--- src/rtl/alg_pkg.sv ---
// Package for the autostereogram line generator.
// Holds sizes, register indexes, reset values and shared types.
// No dependencies.
`default_nettype none

package alg_pkg;

    localparam int MAX_ROW_WIDTH  = 1024;
    localparam int MAX_BAND_WIDTH = 256;

    localparam int COL_W     = $clog2(MAX_ROW_WIDTH);
    localparam int PAT_W     = $clog2(MAX_BAND_WIDTH);
    localparam int ROW_W     = 11;
    localparam int BAND_W    = 9;
    localparam int GAIN_W    = 4;
    localparam int LEVELS_W  = 9;
    localparam int DEPTH_W   = 8;
    localparam int PIDX_W    = 8;
    localparam int BYTE_W    = 8;
    localparam int CFG_IDX_W = 3;
    localparam int CFG_DAT_W = 11;
    localparam int IN_DATA_W = 24;

    localparam logic [CFG_IDX_W-1:0] REG_ROW_WIDTH     = 3'd0;
    localparam logic [CFG_IDX_W-1:0] REG_BAND_WIDTH    = 3'd1;
    localparam logic [CFG_IDX_W-1:0] REG_DEPTH_GAIN    = 3'd2;
    localparam logic [CFG_IDX_W-1:0] REG_INVERT_MODE   = 3'd3;
    localparam logic [CFG_IDX_W-1:0] REG_WRAP_NEGATIVE = 3'd4;
    localparam logic [CFG_IDX_W-1:0] REG_ONE_WAY_DEPTH = 3'd5;
    localparam logic [CFG_IDX_W-1:0] REG_DEPTH_LEVELS  = 3'd6;
    localparam logic [CFG_IDX_W-1:0] REG_INVERT_OUTPUT = 3'd7;

    localparam logic ACT_LOAD  = 1'b0;
    localparam logic ACT_PIXEL = 1'b1;

    localparam logic [ROW_W-1:0]    RST_ROW_WIDTH    = 11'd640;
    localparam logic [BAND_W-1:0]   RST_BAND_WIDTH   = 9'd106;
    localparam logic [GAIN_W-1:0]   RST_DEPTH_GAIN   = 4'd1;
    localparam logic [LEVELS_W-1:0] RST_DEPTH_LEVELS = 9'd256;

    typedef struct packed {
        logic [ROW_W-1:0]    row_width;
        logic [BAND_W-1:0]   band_width;
        logic [GAIN_W-1:0]   depth_gain;
        logic                invert_mode;
        logic                wrap_negative;
        logic                one_way_depth;
        logic [LEVELS_W-1:0] depth_levels;
        logic                invert_output;
    } cfg_t;

    typedef struct packed {
        logic             use_line;
        logic [PAT_W-1:0] pat_idx;
        logic [COL_W-1:0] line_idx;
    } src_sel_t;

endpackage

`default_nettype wire

--- src/rtl/alg_src_calc.sv ---
// Shift computation and source selection for one output column.
// Turns a depth sample into a clamped shift and picks a pattern or line entry.
// Depends on alg_pkg.
`default_nettype none

module alg_src_calc (
    input  wire alg_pkg::cfg_t                   cfg,
    input  wire logic [alg_pkg::COL_W-1:0]       col,
    input  wire logic [alg_pkg::DEPTH_W-1:0]     depth_value,
    output alg_pkg::src_sel_t                    src
);
    import alg_pkg::*;

    localparam int HW  = DEPTH_W + 3;
    localparam int MW  = HW + GAIN_W + 1;
    localparam int SW  = ((MW > COL_W + 1) ? MW : COL_W + 1) + 1;
    localparam int BEW = $clog2(MAX_BAND_WIDTH + 1);

    logic signed [HW-1:0] h_inv;
    logic signed [HW-1:0] h_wrap;
    logic signed [MW-1:0] h_mul;
    logic signed [MW-1:0] band_m1;
    logic signed [MW-1:0] h_cl;
    logic [BEW-1:0]       band_eff;
    logic signed [SW-1:0] band_s;
    logic signed [SW-1:0] sum;
    logic signed [SW-1:0] line_d;

    always_comb
    begin
        if (cfg.band_width == '0)
        begin
            band_eff = BEW'(1);
        end
        else if ({{(32-BAND_W){1'b0}}, cfg.band_width} > MAX_BAND_WIDTH)
        begin
            band_eff = BEW'(MAX_BAND_WIDTH);
        end
        else
        begin
            band_eff = BEW'(cfg.band_width);
        end

        h_inv = $signed({{(HW-DEPTH_W){1'b0}}, depth_value});
        if (cfg.invert_mode)
        begin
            h_inv = -h_inv;
        end

        h_wrap = h_inv;
        if (cfg.wrap_negative &&
            (h_inv > $signed({{(HW-LEVELS_W+1){1'b0}}, cfg.depth_levels[LEVELS_W-1:1]})))
        begin
            h_wrap = h_inv - $signed({{(HW-LEVELS_W){1'b0}}, cfg.depth_levels});
        end

        h_mul   = MW'(h_wrap) * $signed({{(MW-GAIN_W){1'b0}}, cfg.depth_gain});
        band_m1 = $signed({{(MW-BEW){1'b0}}, band_eff}) - MW'(1);

        priority if (cfg.one_way_depth && (h_mul < 0))
        begin
            h_cl = band_m1;
        end
        else if (h_mul > band_m1)
        begin
            h_cl = band_m1;
        end
        else
        begin
            h_cl = h_mul;
        end

        band_s = $signed({{(SW-BEW){1'b0}}, band_eff});
        sum    = $signed({{(SW-COL_W){1'b0}}, col}) + SW'(h_cl);
        line_d = sum - band_s;

        src.use_line = !(sum < band_s);
        src.pat_idx  = (sum < 0) ? '0 : sum[PAT_W-1:0];
        src.line_idx = line_d[COL_W-1:0];
    end

endmodule

`default_nettype wire

--- src/rtl/autostereogram_line_generator_core.sv ---
// Autostereogram line generator top level: pattern store, line store, packing.
// Depends on alg_pkg and alg_src_calc.
//
// Channel   Dir  Fields (low bit up)
// s_axis    in   tuser: action; tdata: pattern_index, pattern_pixel, depth_value
// m_axis    out  tdata: packed_byte; tlast: row_end
// cfg       in   cfg_we, cfg_index, cfg_wdata (no read-back)
//
// One item per cycle; input stalls only when a byte waits on m_axis and
// another is due. A pixel item reads the pattern or line store at acceptance
// and writes the line store as it leaves s1; a one-entry write forward covers
// a read of the column just written. A byte is registered for m_axis as its
// closing column leaves s1. Reset clears the column counter, valid flags,
// accumulator and configuration; store contents stay undefined until written.
`default_nettype none

module autostereogram_line_generator_core (
    input  wire logic                            clk,
    input  wire logic                            rst_n,
    input  wire logic                            s_axis_tvalid,
    output logic                                 s_axis_tready,
    // [7:0] pattern_index, [8] pattern_pixel, [16:9] depth_value, [23:17] zero
    input  wire logic [alg_pkg::IN_DATA_W-1:0]   s_axis_tdata,
    // [0] action
    input  wire logic                            s_axis_tuser,
    output logic                                 m_axis_tvalid,
    input  wire logic                            m_axis_tready,
    // [7:0] packed_byte
    output logic [alg_pkg::BYTE_W-1:0]           m_axis_tdata,
    output logic                                 m_axis_tlast,
    input  wire logic                            cfg_we,
    input  wire logic [alg_pkg::CFG_IDX_W-1:0]   cfg_index,
    input  wire logic [alg_pkg::CFG_DAT_W-1:0]   cfg_wdata
);
    import alg_pkg::*;

    cfg_t     cfg_reg;
    src_sel_t src;

    logic [PIDX_W-1:0]  in_pat_idx;
    logic               in_pat_pix;
    logic [DEPTH_W-1:0] in_depth;
    logic               accept;
    logic               pix_acc;
    logic               load_acc;

    logic [ROW_W-1:0]   row_eff;
    logic               end_now;
    logic               emit_now;

    logic [COL_W-1:0]   col_reg;
    logic [COL_W-1:0]   col_next;

    logic               s1_valid_reg;
    logic               s1_valid_next;
    logic               s1_use_line_reg;
    logic [COL_W-1:0]   s1_line_idx_reg;
    logic [COL_W-1:0]   s1_col_reg;
    logic               s1_emit_reg;
    logic               s1_end_reg;
    logic               s1_fire;

    logic               pat_mem [MAX_BAND_WIDTH];
    logic               line_mem [MAX_ROW_WIDTH];
    logic               pat_rd_reg;
    logic               line_rd_reg;

    logic               lw_valid_reg;
    logic [COL_W-1:0]   lw_addr_reg;
    logic               lw_data_reg;

    logic               pix;
    logic [BYTE_W-1:0]  acc_reg;
    logic [BYTE_W-1:0]  acc_set;
    logic [BYTE_W-1:0]  acc_next;

    logic               out_valid_reg;
    logic               out_valid_next;
    logic [BYTE_W-1:0]  out_byte_reg;
    logic               out_last_reg;

    assign in_pat_idx = s_axis_tdata[PIDX_W-1:0];
    assign in_pat_pix = s_axis_tdata[PIDX_W];
    assign in_depth   = s_axis_tdata[PIDX_W+DEPTH_W:PIDX_W+1];

    assign accept   = s_axis_tvalid && s_axis_tready;
    assign pix_acc  = accept && (s_axis_tuser == ACT_PIXEL);
    assign load_acc = accept && (s_axis_tuser == ACT_LOAD);

    alg_src_calc u_src_calc (
        .cfg         (cfg_reg),
        .col         (col_reg),
        .depth_value (in_depth),
        .src         (src)
    );

    // Configuration registers
    always_ff @(posedge clk or negedge rst_n)
    begin
        if (!rst_n)
        begin
            cfg_reg.row_width     <= RST_ROW_WIDTH;
            cfg_reg.band_width    <= RST_BAND_WIDTH;
            cfg_reg.depth_gain    <= RST_DEPTH_GAIN;
            cfg_reg.invert_mode   <= 1'b0;
            cfg_reg.wrap_negative <= 1'b0;
            cfg_reg.one_way_depth <= 1'b0;
            cfg_reg.depth_levels  <= RST_DEPTH_LEVELS;
            cfg_reg.invert_output <= 1'b1;
        end
        else if (cfg_we)
        begin
            unique case (cfg_index)
                REG_ROW_WIDTH:     cfg_reg.row_width     <= cfg_wdata[ROW_W-1:0];
                REG_BAND_WIDTH:    cfg_reg.band_width    <= cfg_wdata[BAND_W-1:0];
                REG_DEPTH_GAIN:    cfg_reg.depth_gain    <= cfg_wdata[GAIN_W-1:0];
                REG_INVERT_MODE:   cfg_reg.invert_mode   <= cfg_wdata[0];
                REG_WRAP_NEGATIVE: cfg_reg.wrap_negative <= cfg_wdata[0];
                REG_ONE_WAY_DEPTH: cfg_reg.one_way_depth <= cfg_wdata[0];
                REG_DEPTH_LEVELS:  cfg_reg.depth_levels  <= cfg_wdata[LEVELS_W-1:0];
                REG_INVERT_OUTPUT: cfg_reg.invert_output <= cfg_wdata[0];
                default:
                begin
                end
            endcase
        end
    end

    // Row end and byte boundary at acceptance
    always_comb
    begin
        if (cfg_reg.row_width == '0)
        begin
            row_eff = ROW_W'(1);
        end
        else if ({{(32-ROW_W){1'b0}}, cfg_reg.row_width} > MAX_ROW_WIDTH)
        begin
            row_eff = ROW_W'(MAX_ROW_WIDTH);
        end
        else
        begin
            row_eff = cfg_reg.row_width;
        end
        end_now  = (ROW_W'(col_reg) + ROW_W'(1)) >= row_eff;
        emit_now = (col_reg[2:0] == 3'd7) || end_now;
    end

    assign s1_fire       = s1_valid_reg && (!s1_emit_reg || !out_valid_reg || m_axis_tready);
    assign s_axis_tready = !s1_valid_reg || s1_fire;

    always_comb
    begin
        col_next = col_reg;
        if (pix_acc)
        begin
            col_next = end_now ? '0 : col_reg + COL_W'(1);
        end

        s1_valid_next = s1_valid_reg;
        if (pix_acc)
        begin
            s1_valid_next = 1'b1;
        end
        else if (s1_fire)
        begin
            s1_valid_next = 1'b0;
        end
    end

    // Stores: read at acceptance, line write when the column retires
    always_ff @(posedge clk)
    begin
        if (load_acc)
        begin
            pat_mem[in_pat_idx[PAT_W-1:0]] <= in_pat_pix;
        end
        if (pix_acc && !src.use_line)
        begin
            pat_rd_reg <= pat_mem[src.pat_idx];
        end
    end

    always_ff @(posedge clk)
    begin
        if (s1_fire)
        begin
            line_mem[s1_col_reg] <= pix;
        end
        if (pix_acc && src.use_line)
        begin
            line_rd_reg <= line_mem[src.line_idx];
        end
    end

    // Pixel choice with forward of the last line write
    always_comb
    begin
        if (!s1_use_line_reg)
        begin
            pix = pat_rd_reg;
        end
        else if (lw_valid_reg && (lw_addr_reg == s1_line_idx_reg))
        begin
            pix = lw_data_reg;
        end
        else
        begin
            pix = line_rd_reg;
        end

        acc_set = acc_reg;
        acc_set[3'd7 - s1_col_reg[2:0]] = pix ^ cfg_reg.invert_output;

        acc_next = acc_reg;
        if (s1_fire)
        begin
            acc_next = s1_emit_reg ? '0 : acc_set;
        end

        out_valid_next = out_valid_reg;
        if (s1_fire && s1_emit_reg)
        begin
            out_valid_next = 1'b1;
        end
        else if (m_axis_tready)
        begin
            out_valid_next = 1'b0;
        end
    end

    always_ff @(posedge clk or negedge rst_n)
    begin
        if (!rst_n)
        begin
            col_reg       <= '0;
            s1_valid_reg  <= 1'b0;
            lw_valid_reg  <= 1'b0;
            acc_reg       <= '0;
            out_valid_reg <= 1'b0;
        end
        else
        begin
            col_reg       <= col_next;
            s1_valid_reg  <= s1_valid_next;
            acc_reg       <= acc_next;
            out_valid_reg <= out_valid_next;
            if (s1_fire)
            begin
                lw_valid_reg <= 1'b1;
            end
        end
    end

    always_ff @(posedge clk)
    begin
        if (pix_acc)
        begin
            s1_use_line_reg <= src.use_line;
            s1_line_idx_reg <= src.line_idx;
            s1_col_reg      <= col_reg;
            s1_emit_reg     <= emit_now;
            s1_end_reg      <= end_now;
        end
        if (s1_fire)
        begin
            lw_addr_reg <= s1_col_reg;
            lw_data_reg <= pix;
        end
        if (s1_fire && s1_emit_reg)
        begin
            out_byte_reg <= acc_set;
            out_last_reg <= s1_end_reg;
        end
    end

    assign m_axis_tvalid = out_valid_reg;
    assign m_axis_tdata  = out_byte_reg;
    assign m_axis_tlast  = out_last_reg;

endmodule

`default_nettype wire
--- config.mk ---
export PLATFORM = sky130hd
export DESIGN_NAME = autostereogram_line_generator_core
export DESIGN_NICKNAME = d
export VERILOG_FILES = /design/src/rtl/alg_pkg.sv /design/src/rtl/alg_src_calc.sv /design/src/rtl/autostereogram_line_generator_core.sv
export SDC_FILE = /design/constraint.sdc
export NUM_CORES = 2
export LEC_CHECK = 0
export ABC_AREA = 1
export BUFFER_PORTS_ARGS = -buffer_cell sky130_fd_sc_hd__buf_4
export CAP_MARGIN = 20
export CORE_MARGIN = 2
export CORE_UTILIZATION = 65
export DETAILED_ROUTE_END_ITERATION = 12
export GPL_TIMING_DRIVEN = 1
export PLACE_DENSITY = 0.83
export SYNTH_ARGS = -nofsm -noshare
export SYNTH_HDL_FRONTEND = slang
export SYNTH_SLANG_ARGS = --single-unit
--- constraint.sdc ---
create_clock -name clk -period 112 [get_ports clk]
set_clock_uncertainty 0.2 [all_clocks]
set_input_delay 11.2 -clock clk [delete_from_list [all_inputs] [get_ports clk]]
set_output_delay 11.2 -clock clk [all_outputs]
set_load 0.1 [all_outputs]
# Yosys cells after proc, flatten, opt, wreduce, memory -nomap -nowiden
# Memory sizes are Yosys's and may differ from the RTL's. A register that Yosys moved wholly into a read port is not among the register bits.
# Index checks and enable logic that the tools add are counted.
classes:
  n_addsub: 8
  mul: 1
  n_lt_le_gt_ge: 10
  eq_ne: 9
  mux: 24
  n_bitwise: 2
  n_reduce_logical: 32
ops:
  columns: ["operator", "n"]
  rows:
  - ["11-bit two-way mux", 4]
  - ["16-bit two-way mux", 2]
  - ["9-bit two-way mux", 2]
  - ["11-bit by 16-bit adder with 17-bit output", 1]
  - ["17-bit by 1-bit < comparator with 1-bit output (second input constant)", 1]
  - ["17-bit by 10-bit < comparator with 1-bit output", 1]
  - ["16-bit by 10-bit > comparator with 1-bit output", 1]
  - ["16-bit by 1-bit < comparator with 1-bit output (second input constant)", 1]
  - ["11-bit by 5-bit multiplier with 16-bit output", 1]
  - ["8-bit two-way mux", 2]
  - ["2-bit AND reduction", 8]
  - ["3-bit equality test (second input constant)", 5]
  - ["10-bit by 1-bit adder with 11-bit output (second input constant)", 1]
  - ["11-bit >= comparator", 1]
  - ["11-bit > comparator (second input constant)", 1]
  - ["11-bit by 9-bit > comparator with 1-bit output", 1]
  - ["1-bit logical AND", 11]
  - ["11-bit logical NOT", 1]
  - ["1-bit two-way mux", 11]
  - ["8-bit negation with 11-bit output", 1]
  - ["11-bit by 10-bit subtractor with 11-bit output", 1]
  - ["10-bit by 1-bit adder with 10-bit output (second input constant)", 1]
  - ["10-bit equality test", 1]
  - ["10-bit two-way mux", 1]
  - ["17 further kinds", 25]
word_totals:
  regBits: 101
  ramBits: 1280
  inputBits: 44
  out_inout_bits: 11
  wordCells: 110
  mem_count: 2
mem_list:
  columns: ["name", "words", "width", "read_ports", "rd_clocked_by_memory_dff", "wr", "line_no", "text"]
  rows:
  - ["line_mem", 1024, 1, 1, 1, 1, "autostereogram_line_generator_core.sv:64", "logic line_mem [MAX_ROW_WIDTH];"]
  - ["pat_mem", 256, 1, 1, 1, 1, "autostereogram_line_generator_core.sv:63", "logic pat_mem [MAX_BAND_WIDTH];"]

# Depth between registers and ports, before layout
logic_depth:
  word_depth: 13
  mapped_depth: 72

# Hierarchy
# A second synthesis with hierarchy kept.
hier_totals:
  hier_cells: 6871
  area_unflattened_um2: 66558.8
by_module_without_submodules:
  columns: ["module", "instances", "cells_per_inst", "area_per_inst_um2", "seq_area_each_um2"]
  rows:
  - ["autostereogram_line_generator_core", 1, 6163, 62069.5, 41250.8]
  - ["alg_src_calc", 1, 708, 4489.3, 0.0]

# Least setup slack after synthesis
# OpenSTA, ideal clock, no wires.
synth_timing:
  path_kind: "register -> register"
  start: "register s1_use_line_reg"
  end: "memory line_mem[0] (data pin)"
  setup_ns: 8.161
  arrival_ns: 39.981
  required_time_ns: 103.639
  setup_slack_ns: 63.658
  stages_incl_launch_ff: 2
  path_buffers: 0
  cell_sequence: "edfxtp_1 o21ai_0"
synth_via:
  elab_chain_len: 1
synth_rtl:
  columns: ["item", "line_no", "text"]
  rows:
  - ["start, declared", "autostereogram_line_generator_core.sv:56", "logic s1_use_line_reg;"]
  - ["start signal, assigned", "autostereogram_line_generator_core.sv:258", "s1_use_line_reg <= src.use_line;"]
  - ["1-bit two-way mux", "autostereogram_line_generator_core.sv:198", "if (!s1_use_line_reg)"]
  - ["net pix", "autostereogram_line_generator_core.sv:72", "logic pix;"]
  - ["end, declared", "autostereogram_line_generator_core.sv:64", null]
# The timed path passes the listed nets, and every way through them passes these cells.

# Worst setup path after layout
layout_timing:
  start: "input s_axis_tdata[9] (netlist name)"
  end: "register line_rd_reg, read port of line_mem (data pin)"
layout_via:
  elab_chain_len: 13
  word_cells_on_any_way: 17
  cone_classes: "4 x add/sub; 1 x mul; 4 x order compare; 4 x mux; 4 x reduce/logical"
layout_rtl:
  columns: ["item", "line_no", "text"]
  rows:
  - ["start, declared", "autostereogram_line_generator_core.sv:23", "input wire logic [alg_pkg::IN_DATA_W-1:0] s_axis_tdata,"]
  - ["8-bit negation with 11-bit output", "alg_src_calc.sv:47", "h_inv = -h_inv;"]
  - ["11-bit two-way mux (*)", "alg_src_calc.sv:45", "if (cfg.invert_mode)"]
  - ["11-bit by 9-bit > comparator with 1-bit output", "alg_src_calc.sv:52", "(h_inv > $signed({{(HW-LEVELS_W+1){1'b0}}, cfg.depth_levels[LEVELS_W-1:1]})))"]
  - ["1-bit logical AND", "alg_src_calc.sv:51", "if (cfg.wrap_negative &&"]
  - ["11-bit two-way mux (*)", "alg_src_calc.sv:51", null]
  - ["11-bit by 5-bit multiplier with 16-bit output (*)", "alg_src_calc.sv:57", "h_mul = MW'(h_wrap) * $signed({{(MW-GAIN_W){1'b0}}, cfg.depth_gain});"]
  - ["16-bit by 10-bit > comparator with 1-bit output or 16-bit by 1-bit < comparator with 1-bit output (tied branches)", "alg_src_calc.sv:64, alg_src_calc.sv:60", null]
  - ["16-bit two-way mux or 1-bit logical AND (tied branches)", "alg_src_calc.sv:64, alg_src_calc.sv:60", null]
  - ["16-bit two-way mux (*)", "alg_src_calc.sv:60", "priority if (cfg.one_way_depth && (h_mul < 0))"]
  - ["11-bit by 16-bit adder with 17-bit output (*)", "alg_src_calc.sv:74", "sum = $signed({{(SW-COL_W){1'b0}}, col}) + SW'(h_cl);"]
  - ["17-bit by 10-bit < comparator with 1-bit output", "alg_src_calc.sv:77", "src.use_line = !(sum < band_s);"]
  - ["1-bit logical NOT", "alg_src_calc.sv:77", null]
  - ["1-bit logical AND", "autostereogram_line_generator_core.sv:189", "if (pix_acc && src.use_line)"]
  - ["end, declared", "autostereogram_line_generator_core.sv:66", "logic line_rd_reg;"]
# Every way passes the cells marked *; elsewhere a longest branch is shown, timed or not.
# A chain may end at the register's enable or synchronous reset.

==> metrics.txt <==
min Tclk post-route=26.25 ns; TritonCTS clock tree=built; CTS Root Cell=clkbuf_16; Nets=6,553; Die W=roughly 320 um; Post-Syn Area=approximately 66,000 um2; Vias/cell=6.36; RePlAce Congestion=between 0.8 and 0.9; initial antenna violation count=2; CTS resizes=0; final setup vio count=0; post-DR wirelength/cell=22.0 um; Netlist cell types=52; Antenna Cells=0; reg2reg setup slack=96.11 ns; pre-CTS setup slack=85.49 ns; relative slew slack=between 10 and 15%; H-tree depth=4; area grow syn2layout=7.68%; unrepaired setup endpoints after global routing=no; Area after DPL=66,600 um2; Reg clk slew, reported paths=approximately 0.06 ns; Hold Violations, Final=0; Worst path most repeated cell=nand2_1; first-pass detailed-route iteration total=9; WP data required=112.26 ns; most numerous cell in the Yosys netlist=nor2_1; max-slew violations=0; CTS buffer count=138; kind of critical path=primary input to flip-flop; cts-stage hold buffer count=0; vias in the first global route=47,600; status=finished clean; commonest register cell after synthesis=edfxtp_1; io pins=55; site row count=between 100 and 150; area share of the largest cell type after synthesis=60.2%; core area=100,000 um2; Routed WL=173,000 um; synth warn=0; Starting Density=65.8%; Vert. Die Dim=323 um; ANT nets after route=0; Post-synth EDFFs=1,325; Die ar.=approximately 100,000 um2; largest net degree at the start of global routing=approximately 330; Peak Freq=38.1 MHz; Skew-Pair Late Insertion Delay=0.74 ns; layout cells sized above 1=~6.1%; 1st-iter DRT viols=7,613; GRT Overall Usage=32.6%; max FFs per register=1,024; synth top area cells=edfxtp_1 (60%), nor2_1 (12%), o21ai_0 (5.6%); Syn Area/Cell=9.96 um2; period utilisation layout=23.4%; Setup crit end kind=flip-flop; crit path DAT=26.50 ns; # port buffers=between 40 and 50; Post-CTS Setup Inserts=0; Max-cap violations=0; Final Util=70.8%; DR vias=49,900; CP max-delay cell=fa_4; largest area contributor in the netlist=edfxtp_1; sequential fraction of the synthesis area=62.4%; flops & latches, synth=1,383; clk sinks=between 1,000 and 1,500; fraction of registers with async set/reset=around 4.2%; grt ovf=0; worst-path maximum fanout=111; worst-case clock buffer depth=3; Cells after Synth=6,630; Hold Crit Class=flip-flop to flip-flop; DR DRC count=0; hpwl dp=88,500 um; Synth top cells by count=nor2_1 (2,055), edfxtp_1 (1,325), o21ai_0 (736); setup ws final=between 80 and 90 ns; setup TNS=0 ns; crit path launch type=primary input; first-pass GRT wire length=259,000 um; worst slew pin tran=between 1 and 1.5 ns; Critical Path Max Stage Delay=approximately 0.94 ns; design area=71,100 um2
==> layout by cell type, fill, tap and decap left out, drive strengths merged, types with 3 or more instances in the layout <==
| cell type | n |
|---|---|
| nor2 | 2056 |
| edfxtp | 1325 |
| o21ai | 740 |
| nand2 | 431 |
| inv | 361 |
| nand3 | 343 |
| o22ai | 289 |
| clkbuf | 184 |
| buf | 134 |
| ha | 97 |
| nand3b | 96 |
| a21oi | 58 |
| clkinv | 51 |
| dfrtp | 49 |
| xor2 | 45 |
| o211ai | 34 |
| o221ai | 32 |
| fa | 26 |
| nand4 | 24 |
| nor3 | 18 |
| or2 | 17 |
| xnor2 | 15 |
| dfstp | 9 |
| nor4 | 8 |
| conb | 7 |
| o31ai | 7 |
| o2111ai | 6 |
| a31oi | 5 |
| a21o | 4 |
| bufinv | 4 |
| clkinvlp | 3 |
==> per-stage QoR <==
step	hold WS, ns	std cells
finish	0.221	7844
global route	0.243	7844
CTS	0.224	7827
detailed placement	0.210	7586
global placement	0.203	7584
floorplan	0.200	6636
==> area by class of cell <==
class	count	area, um2
Clock buffer	183	3680
Clock inverter	58	505
Fill cell	6835	29300
Inverter	361	1370
Multi-Input combinational cell	4367	21300
Sequential cell	1383	41300
Tap cell	1357	1700
Timing Repair Buffer	135	1340
==> per-layer routing <==
metal | share of wire (%) | up-vias | track usage (%) | wire [um]
met1 | 34 | 23600 | 40.8 | 58600
li1 | - | 22300 | - | -
met5 | 0.0058 | - | 0 | 10
met4 | 5.5 | 2 | 18.1 | 9560
met3 | 13 | 685 | 6.36 | 22500
met2 | 47 | 3299 | 53.8 | 82100
==> worst max-delay path, delay by kind of cell <==
family	cells	cell delay, ns
simple gates	30	4.43
compound gates	9	1.98
fa+ha+maj	10	4.47
xor+xnor	2	0.59
buf+inv	13	3.52
==> final timing paths <==
check	start	endpoint	depth (start not counted)
worst max-delay path	s_axis_tdata[9]	line_rd_reg	64
worst min-delay path	s1_end_reg	m_axis_tlast	0
worst max register to register	cfg_reg[12]	line_rd_reg	57
worst min register to register	s1_end_reg	m_axis_tlast	0
max in group asynchronous	rst_n	m_axis_tvalid	1
min in group asynchronous	rst_n	acc_reg[7]	1
==> kinds of logic (layout without fill, tap and decap cells) <==
logic type,count (synthesis),after routing,share of synthesized area [%]
AND/OR/NAND/NOR,2995,2995,18.6
flip-flops,1383,1383,62.4
AO/OA/AOI/OAI,1180,1180,9.92
buffers and inverters,886,737,5.59
adder cells (fa/ha/maj),123,123,2.62
XOR/XNOR,60,60,0.795
multiplexers,2,2,0.0341
other,1,7,0.00568
Power is left out: the tool's default activity adds up to more than one toggle a clock period on the data nets, which glitch-free logic cannot reach.
